`src/rtl/core/sccc_pkg.sv`:
```
package sccc_pkg;

    localparam int DUTY_W   = 16;              // duty width
    localparam int SUM_W    = DUTY_W + 2;      // L+M+H, 3L, L+2M
    localparam int PROD_W   = SUM_W + DUTY_W;  // numerator product
    localparam int NUM_W    = PROD_W + 1;      // 2*N + S
    localparam int DEN_W    = SUM_W + 1;       // 2*S
    localparam int QBITS    = DUTY_W;          // quotient bits, one per step
    localparam int LANE_STG = QBITS + 2;       // multiply, init, divide steps
    localparam int NCH      = 3;

    typedef logic [1:0] t_chan;

    typedef struct packed {
        logic [DUTY_W-1:0] duty_a;
        logic [DUTY_W-1:0] duty_b;
        logic [DUTY_W-1:0] duty_c;
    } t_duty_in;

    typedef struct packed {
        logic [DUTY_W-1:0] fixed_a;
        logic [DUTY_W-1:0] fixed_b;
        logic [DUTY_W-1:0] fixed_c;
    } t_duty_out;

    // Side band carried beside the divider lanes.
    typedef struct packed {
        t_chan             idx_l;
        t_chan             idx_m;
        t_chan             idx_h;
        logic [DUTY_W-1:0] high;
        logic              zero;
    } t_side;

endpackage

```
`src/rtl/core/sccc_lane.sv`:
```
// One correction lane: product, then restoring divide with round half up.
module sccc_lane (
    input  logic                                i_clk,
    input  logic [sccc_pkg::LANE_STG-1:0]       i_adv,
    input  logic [sccc_pkg::SUM_W-1:0]          i_mul_a,
    input  logic [sccc_pkg::DUTY_W-1:0]         i_mul_b,
    input  logic [sccc_pkg::SUM_W-1:0]          i_sum,
    output logic [sccc_pkg::DUTY_W-1:0]         o_quot
);
    localparam int QB = sccc_pkg::QBITS;
    localparam int DW = sccc_pkg::DEN_W;

    logic [sccc_pkg::PROD_W-1:0] r_prod;
    logic [sccc_pkg::SUM_W-1:0]  r_sum;

    logic [DW-1:0] r_rem  [0:QB];
    logic [QB-1:0] r_word [0:QB];
    logic [DW-1:0] r_den  [0:QB];
    logic          r_ovf  [0:QB];

    logic [sccc_pkg::NUM_W-1:0] n_num;
    logic [DW-1:0]              n_den;

    always_ff @(posedge i_clk) begin
        if (i_adv[0]) begin
            r_prod <= {{sccc_pkg::DUTY_W{1'b0}}, i_mul_a} *
                      {{sccc_pkg::SUM_W{1'b0}}, i_mul_b};
            r_sum  <= i_sum;
        end
    end

    // numerator 2N+S over 2S gives floor(N/S + 1/2)
    always_comb begin
        n_num = {r_prod, 1'b0} + {{(sccc_pkg::NUM_W - sccc_pkg::SUM_W){1'b0}}, r_sum};
        n_den = {r_sum, 1'b0};
    end

    always_ff @(posedge i_clk) begin
        if (i_adv[1]) begin
            r_rem[0]  <= n_num[sccc_pkg::NUM_W-1:QB];
            r_word[0] <= n_num[QB-1:0];
            r_den[0]  <= n_den;
            r_ovf[0]  <= (n_num[sccc_pkg::NUM_W-1:QB] >= n_den);
        end
    end

    for (genvar j = 0; j < QB; j++) begin : g_step
        logic [DW:0]   w_t;
        logic [DW:0]   w_diff;
        logic          w_ge;
        logic [DW-1:0] n_rem;

        always_comb begin
            w_t    = {r_rem[j], r_word[j][QB-1]};
            w_ge   = (w_t >= {1'b0, r_den[j]});
            w_diff = w_t - {1'b0, r_den[j]};
            n_rem  = w_ge ? w_diff[DW-1:0] : w_t[DW-1:0];
        end

        always_ff @(posedge i_clk) begin
            if (i_adv[j+2]) begin
                r_rem[j+1]  <= n_rem;
                r_word[j+1] <= {r_word[j][QB-2:0], w_ge};
                r_den[j+1]  <= r_den[j];
                r_ovf[j+1]  <= r_ovf[j];
            end
        end
    end

    assign o_quot = r_ovf[QB] ? '1 : r_word[QB];

endmodule

```
`config.mk`:
```
export PLATFORM = sky130hd
export DESIGN_NAME = sccc_lane
export DESIGN_NICKNAME = d
export VERILOG_FILES = /design/src/rtl/core/sccc_pkg.sv /design/src/rtl/core/sccc_lane.sv
export SDC_FILE = /design/constraint.sdc
export NUM_CORES = 2
export LEC_CHECK = 0
export ABC_AREA = 1
export BUFFER_PORTS_ARGS = -buffer_cell sky130_fd_sc_hd__buf_2
export CAP_MARGIN = 20
export CORE_MARGIN = 10
export CORE_UTILIZATION = 48
export DETAILED_ROUTE_END_ITERATION = 10
export GPL_TIMING_DRIVEN = 0
export HOLD_SLACK_MARGIN = 0.15
export PLACE_DENSITY = 0.78
export SYNTH_ARGS = -nofsm -noshare
export SYNTH_HDL_FRONTEND = slang
export SYNTH_SLANG_ARGS = --single-unit
```
`constraint.sdc`:
```
create_clock -name i_clk -period 6.5 [get_ports i_clk]
set_clock_uncertainty 0.2 [all_clocks]
set_input_delay 0.65 -clock i_clk [delete_from_list [all_inputs] [get_ports i_clk]]
set_output_delay 0.65 -clock i_clk [all_outputs]
set_load 0.01 [all_outputs]
```
## Yosys cells after proc, flatten, opt, wreduce, memory -nomap -nowiden

Memories as Yosys holds them, arrays and structs flattened.
Index checks and enable logic that the tools add are counted.

| word-level totals | value |
|---|---|
| bits in registers | 52 |
| memories | 4 |
| output and inout port bits | 16 |
| input port bits | 71 |
| bits in writable memories | 935 |

| operators by class | value |
|---|---|
| add/sub/neg operators | 17 |
| $lt $le $gt $ge | 17 |
| multiply operators | 1 |
| multiplexer cells | 51 |

Memory list:

| name | words | bits a word | read ports | clocked after memory_dff | wr ports | RTL line | RTL |
|---|---|---|---|---|---|---|---|
| r_den | 17 | 19 | 16 | 0 | 17 | sccc_lane.sv:18 | `logic [DW-1:0] r_den [0:QB];` |
| r_rem | 17 | 19 | 16 | 0 | 17 | sccc_lane.sv:16 | `logic [DW-1:0] r_rem [0:QB];` |
| r_word | 17 | 16 | 17 | 0 | 17 | sccc_lane.sv:17 | `logic [QB-1:0] r_word [0:QB];` |
| r_ovf | 17 | 1 | 17 | 0 | 17 | sccc_lane.sv:19 | `logic r_ovf [0:QB];` |

Operators by type and width:

| operator | number |
|---|---|
| >= comparator 20 x 19 -> 1 bit | 16 |
| 2-to-1 mux 19 bit | 16 |
| subtractor 19 bit | 16 |
| adder 35 x 18 -> 35 bit | 1 |
| multiplier 18 x 16 -> 34 bit | 1 |
| 2-to-1 mux 1 bit | 34 |
| >= comparator 19 bit | 1 |
| 2-to-1 mux 16 bit | 1 |

## Depth between registers and ports, before layout

An unclocked memory read counts as a cell.

| depth | value |
|---|---|
| depth in word-level cells | 3 |
| depth in mapped cells | 27 |
| mapped depth without buffers | 25 |

## Least setup slack after synthesis

Ideal clock, no wire load.

| path | value |
|---|---|
| path kind | input to register |
| start point | input port i_mul_b[9] (netlist name) |
| end point | register r_prod[26] (netlist name) (data pin) |
| library setup time | 253 ps |
| path buffers | 2 |
| cell stages on the path | 21 |
| setup slack | 380 ps |
| arrival | 5668 ps |
| path through | clkbuf_1 -> clkbuf_1 -> nand2_1 -> fa_1 -> inv_1 -> fa_1 -> inv_1 -> fa_1 -> inv_1 -> fa_1 -> fa_1 -> inv_1 -> fa_1 -> inv_1 -> ha_1 -> nand2_1 -> nor2_1 -> nand4_1 -> or2_2 -> nand4_1 -> nand2_1 |

| on the way | value |
|---|---|
| cells in the longest elaborated chain, start to end | 1 |

RTL lines:

| what | RTL line | RTL |
|---|---|---|
| from (decl) | sccc_lane.sv:6 | `input logic [sccc_pkg::DUTY_W-1:0] i_mul_b,` |
| multiplier 18 x 16 -> 34 bit | sccc_lane.sv:26 | `r_prod <= {{sccc_pkg::DUTY_W{1'b0}}, i_mul_a} *` |
| to (signal assigned) | sccc_lane.sv:26 |  |
| to (decl) | sccc_lane.sv:13 | `logic [sccc_pkg::PROD_W-1:0] r_prod;` |

Every way passes these cells.
A chain may end at the register's enable or synchronous reset.

## Final worst setup path

| path | value |
|---|---|
| start point | input port i_mul_a[13] (netlist name) |
| end point | register r_prod[31] (netlist name) (data pin) |

| on the way | value |
|---|---|
| cells in the longest elaborated chain, start to end | 1 |

RTL lines:

| what | RTL line | RTL |
|---|---|---|
| from (decl) | sccc_lane.sv:5 | `input logic [sccc_pkg::SUM_W-1:0] i_mul_a,` |
| multiplier 18 x 16 -> 34 bit | sccc_lane.sv:26 |  |

Every way passes these cells.

==> results.json <==
{
  "status": "completed",
  "max_freq_ghz": 0.159,
  "wl_per_cell_um": 17.3,
  "syn-cell-area_mm2": 0.0606,
  "final_cell_mix": "nand2_1, inv_1, edfxtp_1",
  "switching_power_uw": 15800,
  "startpoint_type": "input pin",
  "first_global_vias": 44450,
  "end_kind": "flop",
  "post-dp-hpwl_mm": 116,
  "grt_pass1_wl_mm": 232,
  "powerDensity_mw_per_mm2": 520,
  "tightestPinTransition_ps": 806,
  "yosysTopAreaCell": "edfxtp_1",
  "grt_max_degree": 54,
  "clk_pin_slew_ps": 60,
  "cts_buffer_depth": 3,
  "clock_power_share": 0.157,
  "syn_avg_cell_area_um2": 9.31,
  "fin_nets": 7448,
  "async_reset_ff_frac": 0,
  "max_slew_margin": 0.463,
  "period_share": 0.965,
  "clock-sinks": 917,
  "place.gp.congestion": 0.963,
  "place_ws_ps": -685,
  "root_buffer": "clkbuf_16",
  "switching_share": 0.454,
  "synth-edff-count": 917,
  "fin_ws_ps": 227,
  "max-cap-violations": 0,
  "drc": 0,
  "synth_area_leaders": "edfxtp_1, nand2_1, ha_1",
  "synth_cells": 6513,
  "fp.dieW_um": 375,
  "drv_slew": 0,
  "drt_iter0_markers": 3490,
  "worst_ep_arrival_time_ps": 6520,
  "avgViaCountPerCell": 5.29,
  "layout-drive-gt1-share": 0.0719,
  "first_pass_iters": 8,
  "p_total_uw": 34800,
  "synth_top_flop_cell": "edfxtp_1",
  "numCtsBuffers": 96,
  "p_int_uw": 19000,
  "crit_type": "input pin to flop",
  "via_count": 44669,
  "io_buffers": 52,
  "io_pins": 87,
  "power_frac_seq": 0.286,
  "combPwrFrac": 0.557,
  "synth_cell_types": 48,
  "gr-total-overflow": 0,
  "die_h_um": 375,
  "fin_crit_ps": 6270,
  "start_util": 0.483,
  "vdd_ir_drop_max_mv": 0.640,
  "fin_tns_setup_ps": 0,
  "drtAntennaViolNets": 0,
  "path_max_fanout": 10,
  "clock_latency_ps": 710,
  "ys_seq_area_frac": 0.454,
  "final-hold-violation-count": 0,
  "area_growth_pct": 10.2,
  "ys_ff_latch": 917,
  "netlist.area_leader.share": 0.454,
  "wirelength_mm": 146,
  "synthesis.nets": 7250,
  "hold_path.class": "input pin to flop",
  "dieArea_mm2": 0.141,
  "setup_viol_count_final": 0,
  "groute.usage.overall": 0.205,
  "cp.required_ps": 6740,
  "htree_levels": 3,
  "layout_commonest_cell": "nand2_1",
  "cts_tree": "yes",
  "rsz0062_at_grt": "true",
  "ys_warn_count": 0,
  "antenna_found_initial": 4,
  "coreArea_mm2": 0.126,
  "num_rows": 130,
  "p_leak_uw": 0.0319
}
-- cell usage after synthesis (7+ instances only) --
master    count
nand3_2      29
ha_1        428
xnor2_1      25
nand4_1     125
inv_1      1293
nand2_1    1561
o21bai_1     11
nand3_1     265
a21oi_1     309
nor2_2       15
nor3_4        9
nor3_1       58
o21ai_0     236
xor2_1      131
or2_2        18
clkbuf_1     67
buf_6        40
inv_2        16
nand3b_1     53
o31ai_1      14
fa_1        238
a21boi_2      7
o21ai_1     122
o21a_1       25
nand2_2      22
nand4_4      15
and2_1       15
nor2_1      316
nand4_2      24
a21oi_2       7
a21o_1       39
o21ai_2      27
edfxtp_1    917
-- worst paths after layout --
kind	from	end	slack (ps)	depth (start not counted)
max	i_mul_a[13]	r_prod[31]	230	21
min	i_adv[2]	r_rem[0][32]	180	1
max reg2reg	r_sum[2]	r_ovf[0]	2670	17
min reg2reg	r_word[7][5]	r_word[8][6]	190	0
-- flip-flops by register name, summed over array words and instances (netlist names) --
name    count
r_prod     34
r_sum      18
r_ovf      17
r_rem     304
r_den     273
r_word    271
-- stage by stage --
stage	hold slack, ps	utilization	instance area [µm²]	cells
4_1_cts	182	0.530	66500	8421
3_5_place_dp	205	0.503	63100	8222
2_1_floorplan	200	-	60600	6513
5_1_grt	160	0.532	66800	8441
6_report	179	0.532	66800	8442
3_3_place_gp	200	0.501	63000	8215
-- final cells by class --
| type | instances | area, µm² |
|---|---|---|
| Fill cell | 11146 | 58800 |
| Clock inverter | 68 | 696 |
| Multi-Input combinational cell | 4172 | 27400 |
| Buffer | 114 | 797 |
| Clock buffer | 108 | 2450 |
| Inverter | 1310 | 4920 |
| Timing Repair Buffer | 100 | 918 |
| Tap cell | 1650 | 2060 |
| Antenna cell | 3 | 7.51 |
| Sequential cell | 917 | 27500 |
-- per-layer routing --
metal / up-vias / GRT usage / wire, µm / share of wire
met1: 21163 / 0.249 / 59300 / 0.41
met4: 2 / 0.0795 / 5960 / 0.041
li1: 21747 / - / - / -
met3: 382 / 0.0287 / 7980 / 0.055
met2: 1375 / 0.365 / 73100 / 0.50
met5: - / 0 / 12 / 0.000082
-- worst max-delay path, cell delays in order --
cell	delay (ps)
clkbuf_1	400
clkbuf_1	550
nand2_1	160
fa_1	590
fa_1	450
fa_1	520
inv_1	50
fa_1	470
fa_1	540
inv_1	50
fa_1	610
inv_1	60
ha_1	350
a21oi_1	230
o21ai_0	160
a21oi_1	250
nor2_1	100
nor2_1	140
nand2_1	70
nand2_1	60
nand2_1	50
-- repair_timing --
action | in CTS | in global routing
hold endpoints to repair | 78 | 77
hold buffers | 23 | 8
gates resized for setup | 0 | 54
endpoints found under the setup margin | 0 | 18
buffers inserted | 0 | 0
-- power by group through the flow --
stage          Combinational (µW)  Clock [µW]  Sequential, µW
6_report                    19400        5470            9930
5_1_grt                     22000        5830           10000
4_1_cts                     19200        5590            9940
3_5_place_dp                19000           0           10000
3_3_place_gp                18700           0           10000
2_1_floorplan               14300           0            9530
-- logic make-up after synthesis --
family                   synth area share
XOR/XNOR                           0.0225
AO/OA/AOI/OAI                      0.0737
adder cells (fa/ha/maj)             0.167
flip-flops                          0.454
AND/OR/NAND/NOR                     0.189
buffers and inverters              0.0936
No activity file was read; power rests on OpenSTA's default activity.
